**src/rtl/core/cccp_pkg.sv**
```systemverilog
// Shared types and character codes for the chat colour code parser.
// Used by cccp_front, cccp_queue, cccp_back and the top level.
package cccp_pkg;

	// Character codes recognized by the parser
	localparam logic [7:0] CH_TILDE = 8'h7E;
	localparam logic [7:0] CH_CTRL  = 8'h03;
	localparam logic [7:0] CH_ZERO  = 8'h30;
	localparam logic [7:0] CH_NINE  = 8'h39;
	localparam logic [7:0] CH_COMMA = 8'h2C;
	localparam logic [7:0] CH_LC_C  = 8'h63;
	localparam logic [7:0] CH_UC_C  = 8'h43;
	localparam logic [7:0] CH_LC_B  = 8'h62;
	localparam logic [7:0] CH_LC_U  = 8'h75;
	localparam logic [7:0] CH_LC_I  = 8'h69;

	// Highest colour index that a code may select
	localparam logic [6:0] MAX_COLOUR = 7'd15;

	// Style bit positions
	localparam int STY_BOLD   = 0;
	localparam int STY_UNDER  = 1;
	localparam int STY_ITALIC = 2;

	// Depth of the request queue between front and back
	localparam int QDEPTH = 4;
	localparam int QPTR_W = $clog2(QDEPTH);

	typedef enum logic [2:0] {
		PH_IDLE  = 3'd0,
		PH_LEAD  = 3'd1,
		PH_FG1   = 3'd2,
		PH_FG2   = 3'd3,
		PH_COMMA = 3'd4,
		PH_BG1   = 3'd5
	} phase_t;

	typedef struct packed {
		logic       fg_def;
		logic [3:0] fg_idx;
		logic       bg_def;
		logic [3:0] bg_idx;
		logic [2:0] style;
	} attr_t;

	typedef struct packed {
		phase_t     phase;
		logic       lead_ctrl;
		logic [6:0] fg_digits;
		logic [6:0] bg_digits;
		attr_t      attr;
	} parse_st_t;

	// One display request: a byte, or a '~' followed by the byte when pair is set
	typedef struct packed {
		logic       pair;
		logic [7:0] chr;
		attr_t      attr;
	} rec_t;

endpackage

```
**src/rtl/core/cccp_front.sv**
```systemverilog
// Front end of the chat colour code parser: accepts text bytes, runs the
// code parser and pushes display requests. Depends on cccp_pkg.
module cccp_front (
	input  logic          clk,
	input  logic          arst_n,
	input  logic          in_valid,
	output logic          in_ready,
	input  logic [7:0]    text_byte,
	input  logic          end_of_text,
	input  logic          q_full,
	output logic          q_push,
	output cccp_pkg::rec_t q_rec
);
	import cccp_pkg::*;

	parse_st_t  st_q;
	parse_st_t  nx_st;
	logic       accept;
	logic       is_dig;
	logic       is_lead;
	logic [3:0] dig;
	logic       ns_feed;
	logic       o_feed;
	logic       tilde_pre;
	logic       tilde_lit;
	logic       tilde_post;
	logic       push_b;

	function automatic parse_st_t finish_colour(parse_st_t s, logic has_bg);
		parse_st_t r;
		r = s;
		if (s.fg_digits <= MAX_COLOUR) begin
			r.attr.fg_def = 1'b0;
			r.attr.fg_idx = s.fg_digits[3:0];
		end
		r.attr.bg_def = 1'b1;
		if (has_bg && (s.bg_digits <= MAX_COLOUR)) begin
			r.attr.bg_def = 1'b0;
			r.attr.bg_idx = s.bg_digits[3:0];
		end
		r.phase = PH_IDLE;
		return r;
	endfunction

	assign in_ready = !q_full;
	assign accept   = in_valid && in_ready;
	assign is_dig   = (text_byte >= CH_ZERO) && (text_byte <= CH_NINE);
	assign is_lead  = (text_byte == CH_TILDE) || (text_byte == CH_CTRL);
	assign dig      = text_byte[3:0];

	// Next state
	always_comb begin
		nx_st   = st_q;
		ns_feed = 1'b0;
		case (st_q.phase)
			PH_LEAD: begin
				nx_st.phase = PH_IDLE;
				if (is_dig) begin
					nx_st.fg_digits = {3'b000, dig};
					nx_st.phase     = PH_FG1;
				end else if (text_byte == CH_LC_C) begin
					nx_st.attr.fg_def = 1'b1;
					nx_st.attr.bg_def = 1'b1;
				end else if (text_byte == CH_UC_C) begin
					nx_st.attr.fg_def = 1'b1;
					nx_st.attr.bg_def = 1'b1;
					nx_st.attr.style  = 3'b000;
				end else if (text_byte == CH_LC_B) begin
					nx_st.attr.style[STY_BOLD] = !st_q.attr.style[STY_BOLD];
				end else if (text_byte == CH_LC_U) begin
					nx_st.attr.style[STY_UNDER] = !st_q.attr.style[STY_UNDER];
				end else if (text_byte == CH_LC_I) begin
					nx_st.attr.style[STY_ITALIC] = !st_q.attr.style[STY_ITALIC];
				end else if (text_byte != CH_TILDE) begin
					if (st_q.lead_ctrl) begin
						nx_st.attr.fg_def = 1'b1;
						nx_st.attr.bg_def = 1'b1;
					end
					ns_feed = 1'b1;
				end
			end
			PH_FG1: begin
				if (is_dig) begin
					nx_st.fg_digits = 7'(st_q.fg_digits * 7'd10 + {3'b000, dig});
					nx_st.phase     = PH_FG2;
				end else if (text_byte == CH_COMMA) begin
					nx_st.phase = PH_COMMA;
				end else begin
					nx_st   = finish_colour(st_q, 1'b0);
					ns_feed = 1'b1;
				end
			end
			PH_FG2: begin
				if (text_byte == CH_COMMA) begin
					nx_st.phase = PH_COMMA;
				end else begin
					nx_st   = finish_colour(st_q, 1'b0);
					ns_feed = 1'b1;
				end
			end
			PH_COMMA: begin
				if (is_dig) begin
					nx_st.bg_digits = {3'b000, dig};
					nx_st.phase     = PH_BG1;
				end else begin
					nx_st   = finish_colour(st_q, 1'b0);
					ns_feed = 1'b1;
				end
			end
			PH_BG1: begin
				if (is_dig) begin
					nx_st.bg_digits = 7'(st_q.bg_digits * 7'd10 + {3'b000, dig});
					nx_st           = finish_colour(nx_st, 1'b1);
				end else begin
					nx_st   = finish_colour(st_q, 1'b1);
					ns_feed = 1'b1;
				end
			end
			default: begin
				ns_feed = 1'b1;
			end
		endcase

		// Plain text handling: a lead opens a new code
		if (ns_feed) begin
			nx_st.phase = PH_IDLE;
			if (is_lead) begin
				nx_st.phase     = PH_LEAD;
				nx_st.lead_ctrl = (text_byte == CH_CTRL);
			end
		end

		// End of text: complete any pending code
		if (end_of_text) begin
			case (nx_st.phase)
				PH_LEAD: begin
					if (nx_st.lead_ctrl) begin
						nx_st.attr.fg_def = 1'b1;
						nx_st.attr.bg_def = 1'b1;
					end
				end
				PH_FG1, PH_FG2, PH_COMMA: begin
					nx_st = finish_colour(nx_st, 1'b0);
				end
				PH_BG1: begin
					nx_st = finish_colour(nx_st, 1'b1);
				end
				default: begin
				end
			endcase
			nx_st.phase = PH_IDLE;
		end
	end

	// Outputs: which bytes this input shows
	always_comb begin
		o_feed    = 1'b0;
		tilde_pre = 1'b0;
		tilde_lit = 1'b0;
		case (st_q.phase)
			PH_LEAD: begin
				if (text_byte == CH_TILDE) begin
					tilde_lit = 1'b1;
				end else if (!(is_dig || (text_byte == CH_LC_C) || (text_byte == CH_UC_C)
						|| (text_byte == CH_LC_B) || (text_byte == CH_LC_U)
						|| (text_byte == CH_LC_I))) begin
					tilde_pre = !st_q.lead_ctrl;
					o_feed    = 1'b1;
				end
			end
			PH_FG1:   o_feed = !(is_dig || (text_byte == CH_COMMA));
			PH_FG2:   o_feed = (text_byte != CH_COMMA);
			PH_COMMA: o_feed = !is_dig;
			PH_BG1:   o_feed = !is_dig;
			default:  o_feed = 1'b1;
		endcase
		push_b     = o_feed && !is_lead;
		// a '~' that opens a code cut short by end of text still prints
		tilde_post = end_of_text && o_feed && (text_byte == CH_TILDE);

		q_push     = accept && (push_b || tilde_pre || tilde_lit || tilde_post);
		q_rec.pair = tilde_pre && push_b;
		q_rec.chr  = push_b ? text_byte : CH_TILDE;
		// a leading '~' shows before end of text can reset the colours of a new 0x03 code
		q_rec.attr = tilde_pre ? st_q.attr : nx_st.attr;
	end

	always_ff @(posedge clk or negedge arst_n) begin
		if (!arst_n) begin
			st_q.phase        <= PH_IDLE;
			st_q.lead_ctrl    <= 1'b0;
			st_q.fg_digits    <= '0;
			st_q.bg_digits    <= '0;
			st_q.attr.fg_def  <= 1'b1;
			st_q.attr.fg_idx  <= '0;
			st_q.attr.bg_def  <= 1'b1;
			st_q.attr.bg_idx  <= '0;
			st_q.attr.style   <= '0;
		end else if (accept) begin
			st_q <= nx_st;
		end
	end

endmodule

```
**src/rtl/core/cccp_queue.sv**
```systemverilog
// Small request queue between the parser front and the output back end.
// Depends on cccp_pkg for the request type and depth.
module cccp_queue (
	input  logic           clk,
	input  logic           arst_n,
	input  logic           push,
	input  cccp_pkg::rec_t push_rec,
	output logic           full,
	input  logic           pop,
	output cccp_pkg::rec_t head_rec,
	output logic           empty
);
	import cccp_pkg::*;

	rec_t              mem_q [QDEPTH];
	logic [QPTR_W-1:0] wr_ptr_q;
	logic [QPTR_W-1:0] rd_ptr_q;
	logic [QPTR_W:0]   cnt_q;

	assign full     = (cnt_q == (QPTR_W+1)'(QDEPTH));
	assign empty    = (cnt_q == '0);
	assign head_rec = mem_q[rd_ptr_q];

	always_ff @(posedge clk) begin
		if (push) begin
			mem_q[wr_ptr_q] <= push_rec;
		end
	end

	always_ff @(posedge clk or negedge arst_n) begin
		if (!arst_n) begin
			wr_ptr_q <= '0;
			rd_ptr_q <= '0;
			cnt_q    <= '0;
		end else begin
			if (push) begin
				wr_ptr_q <= wr_ptr_q + 1'b1;
			end
			if (pop) begin
				rd_ptr_q <= rd_ptr_q + 1'b1;
			end
			case ({push, pop})
				2'b10:   cnt_q <= cnt_q + 1'b1;
				2'b01:   cnt_q <= cnt_q - 1'b1;
				default: cnt_q <= cnt_q;
			endcase
		end
	end

endmodule

```
**src/rtl/core/cccp_back.sv**
```systemverilog
// Back end of the chat colour code parser: takes requests from the queue
// and drives the registered result channel. Depends on cccp_pkg.
module cccp_back (
	input  logic           clk,
	input  logic           arst_n,
	input  logic           q_empty,
	input  cccp_pkg::rec_t q_head,
	output logic           q_pop,
	output logic           out_valid,
	input  logic           out_ready,
	output logic [7:0]     shown_byte,
	output logic           fg_is_default,
	output logic [3:0]     fg_index,
	output logic           bg_is_default,
	output logic [3:0]     bg_index,
	output logic           bold_on,
	output logic           underline_on,
	output logic           italic_on,
	output logic           last_of_run
);
	import cccp_pkg::*;

	logic       out_valid_q;
	logic       second_q;
	rec_t       held_q;
	logic [7:0] chr_q;
	attr_t      attr_q;
	logic       last_q;
	logic       load;

	assign load  = !out_valid_q || out_ready;
	assign q_pop = load && !second_q && !q_empty;

	always_ff @(posedge clk or negedge arst_n) begin
		if (!arst_n) begin
			out_valid_q <= 1'b0;
			second_q    <= 1'b0;
		end else if (load) begin
			if (second_q) begin
				out_valid_q <= 1'b1;
				second_q    <= 1'b0;
			end else if (!q_empty) begin
				out_valid_q <= 1'b1;
				second_q    <= q_head.pair;
			end else begin
				out_valid_q <= 1'b0;
			end
		end
	end

	// Payload: a paired request shows '~' first, then holds the byte for a second beat
	always_ff @(posedge clk) begin
		if (load) begin
			if (second_q) begin
				chr_q  <= held_q.chr;
				attr_q <= held_q.attr;
				last_q <= 1'b1;
			end else if (!q_empty) begin
				held_q <= q_head;
				chr_q  <= q_head.pair ? CH_TILDE : q_head.chr;
				attr_q <= q_head.attr;
				last_q <= !q_head.pair;
			end
		end
	end

	assign out_valid     = out_valid_q;
	assign shown_byte    = chr_q;
	assign fg_is_default = attr_q.fg_def;
	assign fg_index      = attr_q.fg_idx;
	assign bg_is_default = attr_q.bg_def;
	assign bg_index      = attr_q.bg_idx;
	assign bold_on       = attr_q.style[STY_BOLD];
	assign underline_on  = attr_q.style[STY_UNDER];
	assign italic_on     = attr_q.style[STY_ITALIC];
	assign last_of_run   = last_q;

endmodule

```
**src/rtl/core/chat_colour_code_parser.sv**
```systemverilog
// Chat colour code parser: strips '~' and 0x03 formatting codes from a byte
// stream and shows each visible byte with its colour and style attributes.
// The parser front takes one text byte per cycle while the queue is not full and
// pushes at most one display request per byte into a four-entry queue; the back
// end drains it into a registered output. A byte produces zero, one or two
// results; in the two-result case (a lone '~' before a plain byte) the back end
// stops popping while it shows the second result, which the queue absorbs.
// Depends on cccp_pkg, cccp_front, cccp_queue, cccp_back.
module chat_colour_code_parser (
	input  logic       clk,
	input  logic       arst_n,
	input  logic       in_valid,
	output logic       in_ready,
	input  logic [7:0] text_byte,
	input  logic       end_of_text,
	output logic       out_valid,
	input  logic       out_ready,
	output logic [7:0] shown_byte,
	output logic       fg_is_default,
	output logic [3:0] fg_index,
	output logic       bg_is_default,
	output logic [3:0] bg_index,
	output logic       bold_on,
	output logic       underline_on,
	output logic       italic_on,
	output logic       last_of_run
);
	import cccp_pkg::*;

	logic q_full;
	logic q_push;
	rec_t q_rec;
	logic q_pop;
	rec_t q_head;
	logic q_empty;

	cccp_front u_front (
		.clk         (clk),
		.arst_n      (arst_n),
		.in_valid    (in_valid),
		.in_ready    (in_ready),
		.text_byte   (text_byte),
		.end_of_text (end_of_text),
		.q_full      (q_full),
		.q_push      (q_push),
		.q_rec       (q_rec)
	);

	cccp_queue u_queue (
		.clk      (clk),
		.arst_n   (arst_n),
		.push     (q_push),
		.push_rec (q_rec),
		.full     (q_full),
		.pop      (q_pop),
		.head_rec (q_head),
		.empty    (q_empty)
	);

	cccp_back u_back (
		.clk           (clk),
		.arst_n        (arst_n),
		.q_empty       (q_empty),
		.q_head        (q_head),
		.q_pop         (q_pop),
		.out_valid     (out_valid),
		.out_ready     (out_ready),
		.shown_byte    (shown_byte),
		.fg_is_default (fg_is_default),
		.fg_index      (fg_index),
		.bg_is_default (bg_is_default),
		.bg_index      (bg_index),
		.bold_on       (bold_on),
		.underline_on  (underline_on),
		.italic_on     (italic_on),
		.last_of_run   (last_of_run)
	);

endmodule

```
**config.mk**
```make
export PLATFORM = sky130hd
export DESIGN_NAME = chat_colour_code_parser
export DESIGN_NICKNAME = d
export VERILOG_FILES = /design/src/rtl/core/cccp_pkg.sv /design/src/rtl/core/cccp_front.sv /design/src/rtl/core/cccp_queue.sv /design/src/rtl/core/cccp_back.sv /design/src/rtl/core/chat_colour_code_parser.sv
export SDC_FILE = /design/constraint.sdc
export NUM_CORES = 1
export LEC_CHECK = 0
export BUFFER_PORTS_ARGS = -buffer_cell sky130_fd_sc_hd__buf_2
export CAP_MARGIN = 15
export CORE_MARGIN = 10
export CORE_UTILIZATION = 41
export CTS_CLUSTER_DIAMETER = 80
export DETAILED_ROUTE_END_ITERATION = 16
export GPL_ROUTABILITY_DRIVEN = 0
export PLACE_DENSITY_LB_ADDON = 0.25
export SLEW_MARGIN = 20
export SYNTH_ARGS = -nofsm -noshare
export SYNTH_HDL_FRONTEND = slang
export SYNTH_SLANG_ARGS = --single-unit
export TNS_END_PERCENT = 1
```
**constraint.sdc**
```tcl
create_clock -name clk -period 4.12 [get_ports clk]
set_clock_uncertainty 0.15 [all_clocks]
set_input_delay 0.824 -clock clk [delete_from_list [all_inputs] [get_ports clk]]
set_output_delay 0.824 -clock clk [all_outputs]
set_load 0.05 [all_outputs]
```
# == Yosys cells after proc, flatten, opt, wreduce, memory -nomap -nowiden ==
# Memories as Yosys holds them, arrays and structs flattened.
# Index checks and enable logic that the tools add are counted.
# op_classes
n_mul,2
n_div,0
bitwise_logic,2
reduce_logical,39
shifts,0
addsub,6
muxes,91
eq_ne,24
magnitude_cmp,7
# op_table
op,count
$mux W13,6
$pmux W7 S4,2
$eq A8 B7 Y1 const B,6
$mux W1,46
$le A7 B4 Y1 const B,5
$mux W8,4
$pmux W4 S4,2
$mux W31,1
$pmux W3 S5,2
$mux W7,4
$mux W5,5
$mux W20,1
$mux W3,6
$eq A3 B3 Y1 const B,5
$add A7 B4 Y7,2
$mul A7 B3 Y6 const B,2
$eq A3 B2 Y1 const B,4
$logic_not A1 Y1,12
$logic_or A1 B1 Y1,11
$pmux W1 S5,2
$logic_and A1 B1 Y1,9
$eq A8 B2 Y1 const B,1
$eq A8 B6 Y1 const B,1
$ge A8 B6 Y1 const B,1
other kinds (24),31
# totals
mem_count,1
elab_cells,199
romBits,0
reg_bits,83
out_inout_bits,24
ramBits,88
latchBits,0
# mem_list
name,words,word_bits,read_ports,rd_clocked_by_memory_dff,write_ports,line_no,text
u_queue.mem_q,4,22,1,0,1,cccp_queue.sv:15,rec_t mem_q [QDEPTH];

# == Logic depth before layout (Yosys ltp) ==
# logic_depth
depth_word,17
depth_mapped,15
ltp_nobuf,14

# == Cells and area by module ==
# From an unflattened synthesis, not the netlist that was laid out.
# unflattened
hier_cells,652
area_unflattened_um2,8609.5
# modules_own_cells
module,instances,area_per_inst_um2,cells_per_inst,seq_area_each_um2
cccp_queue,1,3609.7,151,2817.7
cccp_front,1,3255.6,404,778.2
cccp_back,1,1744.2,97,1341.3

# == Worst setup path after synthesis ==
# No wires, ideal clock.
# synth_path
kind,in2reg
startpoint,in text_byte[1]
endpoint,reg u_front.st_q[3] (netlist bit)
required_time_ns,3.845
cell_stages,11
setup_ns,0.125
arrival_ns,3.136
path_slack_ns,0.709
n_path_buf,0
cell_sequence,ha_1 > inv_1 > fa_1 > nor2b_1 > o21ai_0 > xnor2_1 > a22o_2 > or3_4 > or3_4 > a31o_1 > mux2_4
# synth_between
elab_chain_cells,13
# synth_rtl
item,line_no,text
"start, declared",chat_colour_code_parser.sv:14,"input logic [7:0] text_byte,"
branches (longest 12 deep; another with $add A7 B4 Y7),-,
$mux W31 (*),cccp_front.sv:134,if (end_of_text) begin
"end signal, assigned",cccp_front.sv:200,st_q <= nx_st;
"end, declared",cccp_front.sv:16,parse_st_t st_q;
# Every way passes the cells marked *.
# A chain may end at the register's enable or synchronous reset.

# == Worst setup path after layout ==
# layout_path
startpoint,reg u_front.st_q[14] (netlist bit)
endpoint,reg u_front.st_q[5] (netlist bit)
# layout_between
elab_chain_cells,9
# layout_rtl
item,line_no,text
$mul A7 B3 Y6,cccp_front.sv:112,"nx_st.bg_digits = 7'(st_q.bg_digits * 7'd10 + {3'b000, dig});"
$add A7 B4 Y7,cccp_front.sv:112,
$le A7 B4 Y1,cccp_front.sv:37,if (has_bg && (s.bg_digits <= MAX_COLOUR)) begin
$mux W5,cccp_front.sv:37,
$mux W20,cccp_front.sv:111,if (is_dig) begin
$pmux W4 S4,cccp_front.sv:55,case (st_q.phase)
$mux W5,cccp_front.sv:37,
$mux W7,cccp_front.sv:135,case (nx_st.phase)
$mux W31 (*),cccp_front.sv:134,
# Every way passes the cells marked *; elsewhere a longest branch is shown, timed or not.

==> qor.yml <==
ctsLongestPathBuffers: 2
dp.cells: 908
synth_seq_area_share_pct: 59.5
post_dp_cell_area_sq_mm: 0.00881
syn_to_final_growth_pct: 13.1
core_area_sq_mm: 0.0197
drtPass1Iterations: 6
postCtsSetupBuffers: 0
ff_latch_area_sq_mm: 0.00494
async_flop_share_pct: 23.4
status: "finished, final reports clean"
cts_sinks: 171
place_hpwl_um: 12300
viasPerCell: 5.55
startpoint_type: "flop"
multi_input_area_sq_mm: 0.00314
drc: 0
grt_pass1_wl_um: 28500
hold_viol_final: 0
start_util_pct: 42.1
required_ps: 4280
drive_above_1_share_pct: 24.7
p_leak_uw: 0.00353
postCtsHoldBufs: 0
fmax_mhz: 272
cts_resized: 0
ios: 37
die_h_um: 162
rows: 51
die_w_um: 162
wire_per_inst_um: 18.6
syn_inst: 617
ys_seq_elements: 171
hold_slack_ps: 235
clkTransAtPathRegs_ps: 70
yosys_warnings: 0
synth_edf_count: 131
clk_latency_ps: 430
netlist_area_sq_mm: 0.00830
finalSetupViolCount: 0
avgSynthCellArea_sq_um: 13.5
numCtsBuffers: 17
nFillCells: 1720
end_kind: "flop"
wl_um: 17500
maxCapViolCount: 0
syn_nets: 654
r2r_slack_ps: 440
busiest_layer: "met2"
die_area_sq_mm: 0.0263
post-route-min-period_ps: 3680
grt_max_degree: 41
vias: 5221
path_max_fanout: 9
post-route-period-util_pct: 89.2
layout.nets: 699
grt_pass1_vias: 5273
rsz0062_at_grt: "false"
drv_slew: 0
cts-root-buf: "clkbuf_16"
p_per_area_mw_per_mm2: 630
power_uw: 5920
vdd_ir_drop_max_uv: 355
relSlewSlack_pct: 27.7
ys.flop_type: "edfxtp_1"
htree_levels: 4
n_antenna_cell: 0
grt_use_total_pct: 13.6
setup_tns_ps: 0
use_met3_pct: 3.49
tritoncts: "built"
global_route.usage.met1_pct: 17.8
layout_common_cells: "131 x edfxtp_1, 53 x nand2_1, 42 x nor2_1"
overflow: 0
final_cell_area_sq_mm: 0.00939
portBuffers: 36
worst_pin_slew_ps: 1080
path_class: "reg -> reg"
grt_antenna_before_repair: 0
cp.arrival_ps: 3840
mostFrequentLayoutCell: "edfxtp_1"
drtIter0Drc: 381
hold_class: "in -> async"
stdcell_count: 940
yosysUniqueCellTypes: 83
ant_nets: 0
use_met2_pct: 21.7
-- per-stage QoR --
step | worst slack, ps | util, %
2_1_floorplan | 709 | -
5_1_grt | 228 | 47.6
3_5_place_dp | 106 | 44.7
4_1_cts | 455 | 47.6
6_report | 443 | 47.6
3_3_place_gp | 254 | 44.7
-- metal layers --
layer	wire length [um]	share of wire (%)
met1	8040	46
met3	907	5.2
met5	0	0
met2	8350	48
met4	220	1.3
-- report_power, final --
part,switching (uW),total (uW),internal (uW)
Clock,696,1550,852
Combinational,1080,1690,610
Sequential,220,2680,2460
Total,1990,5920,3920
-- kinds of logic (layout without fill, tap and decap cells) --
logic type	count (synthesis)	after routing	share of synthesized area, %
buf+inv	49	107	2.79
simple gates	192	192	12.4
flops	171	171	59.5
fa+ha+maj	24	24	4.07
xor+xnor	22	22	2.32
compound gates	107	107	9.03
mux	52	52	9.93
-- state kept, by name, indices dropped and copies added, names as in the netlist, 2 cells and up --
name / flops
u_back.fg_index: 4
u_queue.wr_ptr_q: 2
u_back.bg_index: 4
u_queue.rd_ptr_q: 2
u_queue.mem_q: 88
u_queue.cnt_q: 3
u_back.shown_byte: 8
u_back.held_q: 21
u_front.st_q: 31
-- critical path: stages, from the launching register on --
cell and delay (ps):
dfrtp_1 440, ha_1 320, ha_1 210, fa_1 380, xor2_1 180, xnor2_1 390, nor4_1 80, nand3b_2 340
a22o_1 260, a221oi_1 290, mux2i_1 210, mux2_2 310
-- final cells by class --
cell class | count | area share, %
clock inverter | 13 | 1.45
sequential | 171 | 52.6
tap | 265 | 3.53
timing repair buffer | 57 | 3.63
clock buffer | 19 | 4.61
multi-input combinational | 397 | 33.5
inverter | 18 | 0.720
-- synth_stat cells, types with 4 or more instances --
library cell | n | share of area (%)
a21oi_1 | 18 | 1.1
a31oi_1 | 7 | 0.53
and2_1 | 5 | 0.38
and3_1 | 4 | 0.30
buf_1 | 5 | 0.23
clkbuf_1 | 16 | 0.72
dfrtp_1 | 38 | 11
edfxtp_1 | 131 | 47
fa_1 | 5 | 1.2
ha_1 | 19 | 2.9
inv_1 | 17 | 0.77
mux2_2 | 19 | 2.6
mux2i_1 | 10 | 1.2
mux4_2 | 22 | 6.0
nand2_1 | 53 | 2.4
nand2b_1 | 7 | 0.53
nand3_1 | 8 | 0.48
nand4_1 | 5 | 0.38
nor2_1 | 43 | 1.9
nor2b_1 | 4 | 0.30
nor3_1 | 16 | 0.96
nor4_1 | 5 | 0.38
o21ai_0 | 34 | 2.0
o221ai_1 | 6 | 0.63
o31ai_1 | 8 | 0.72
or3_1 | 5 | 0.38
or3_2 | 6 | 0.54
xnor2_1 | 15 | 1.6
xor2_1 | 7 | 0.74
-- path summary, 6_finish.rpt --
| kind | start | endpoint | cells after the start |
|---|---|---|---|
| min reg2reg | u_front.st_q[7] | u_front.st_q[7] | 2 |
| max | u_front.st_q[14] | u_front.st_q[5] | 11 |
| max in group asynchronous | arst_n | u_front.st_q[27] | 1 |
| min | arst_n | u_queue.rd_ptr_q[0] | 1 |
| max reg2reg | u_front.st_q[14] | u_front.st_q[5] | 11 |
| min in group clk | u_front.st_q[7] | u_front.st_q[7] | 2 |
(Power assumes the default switching activity.)
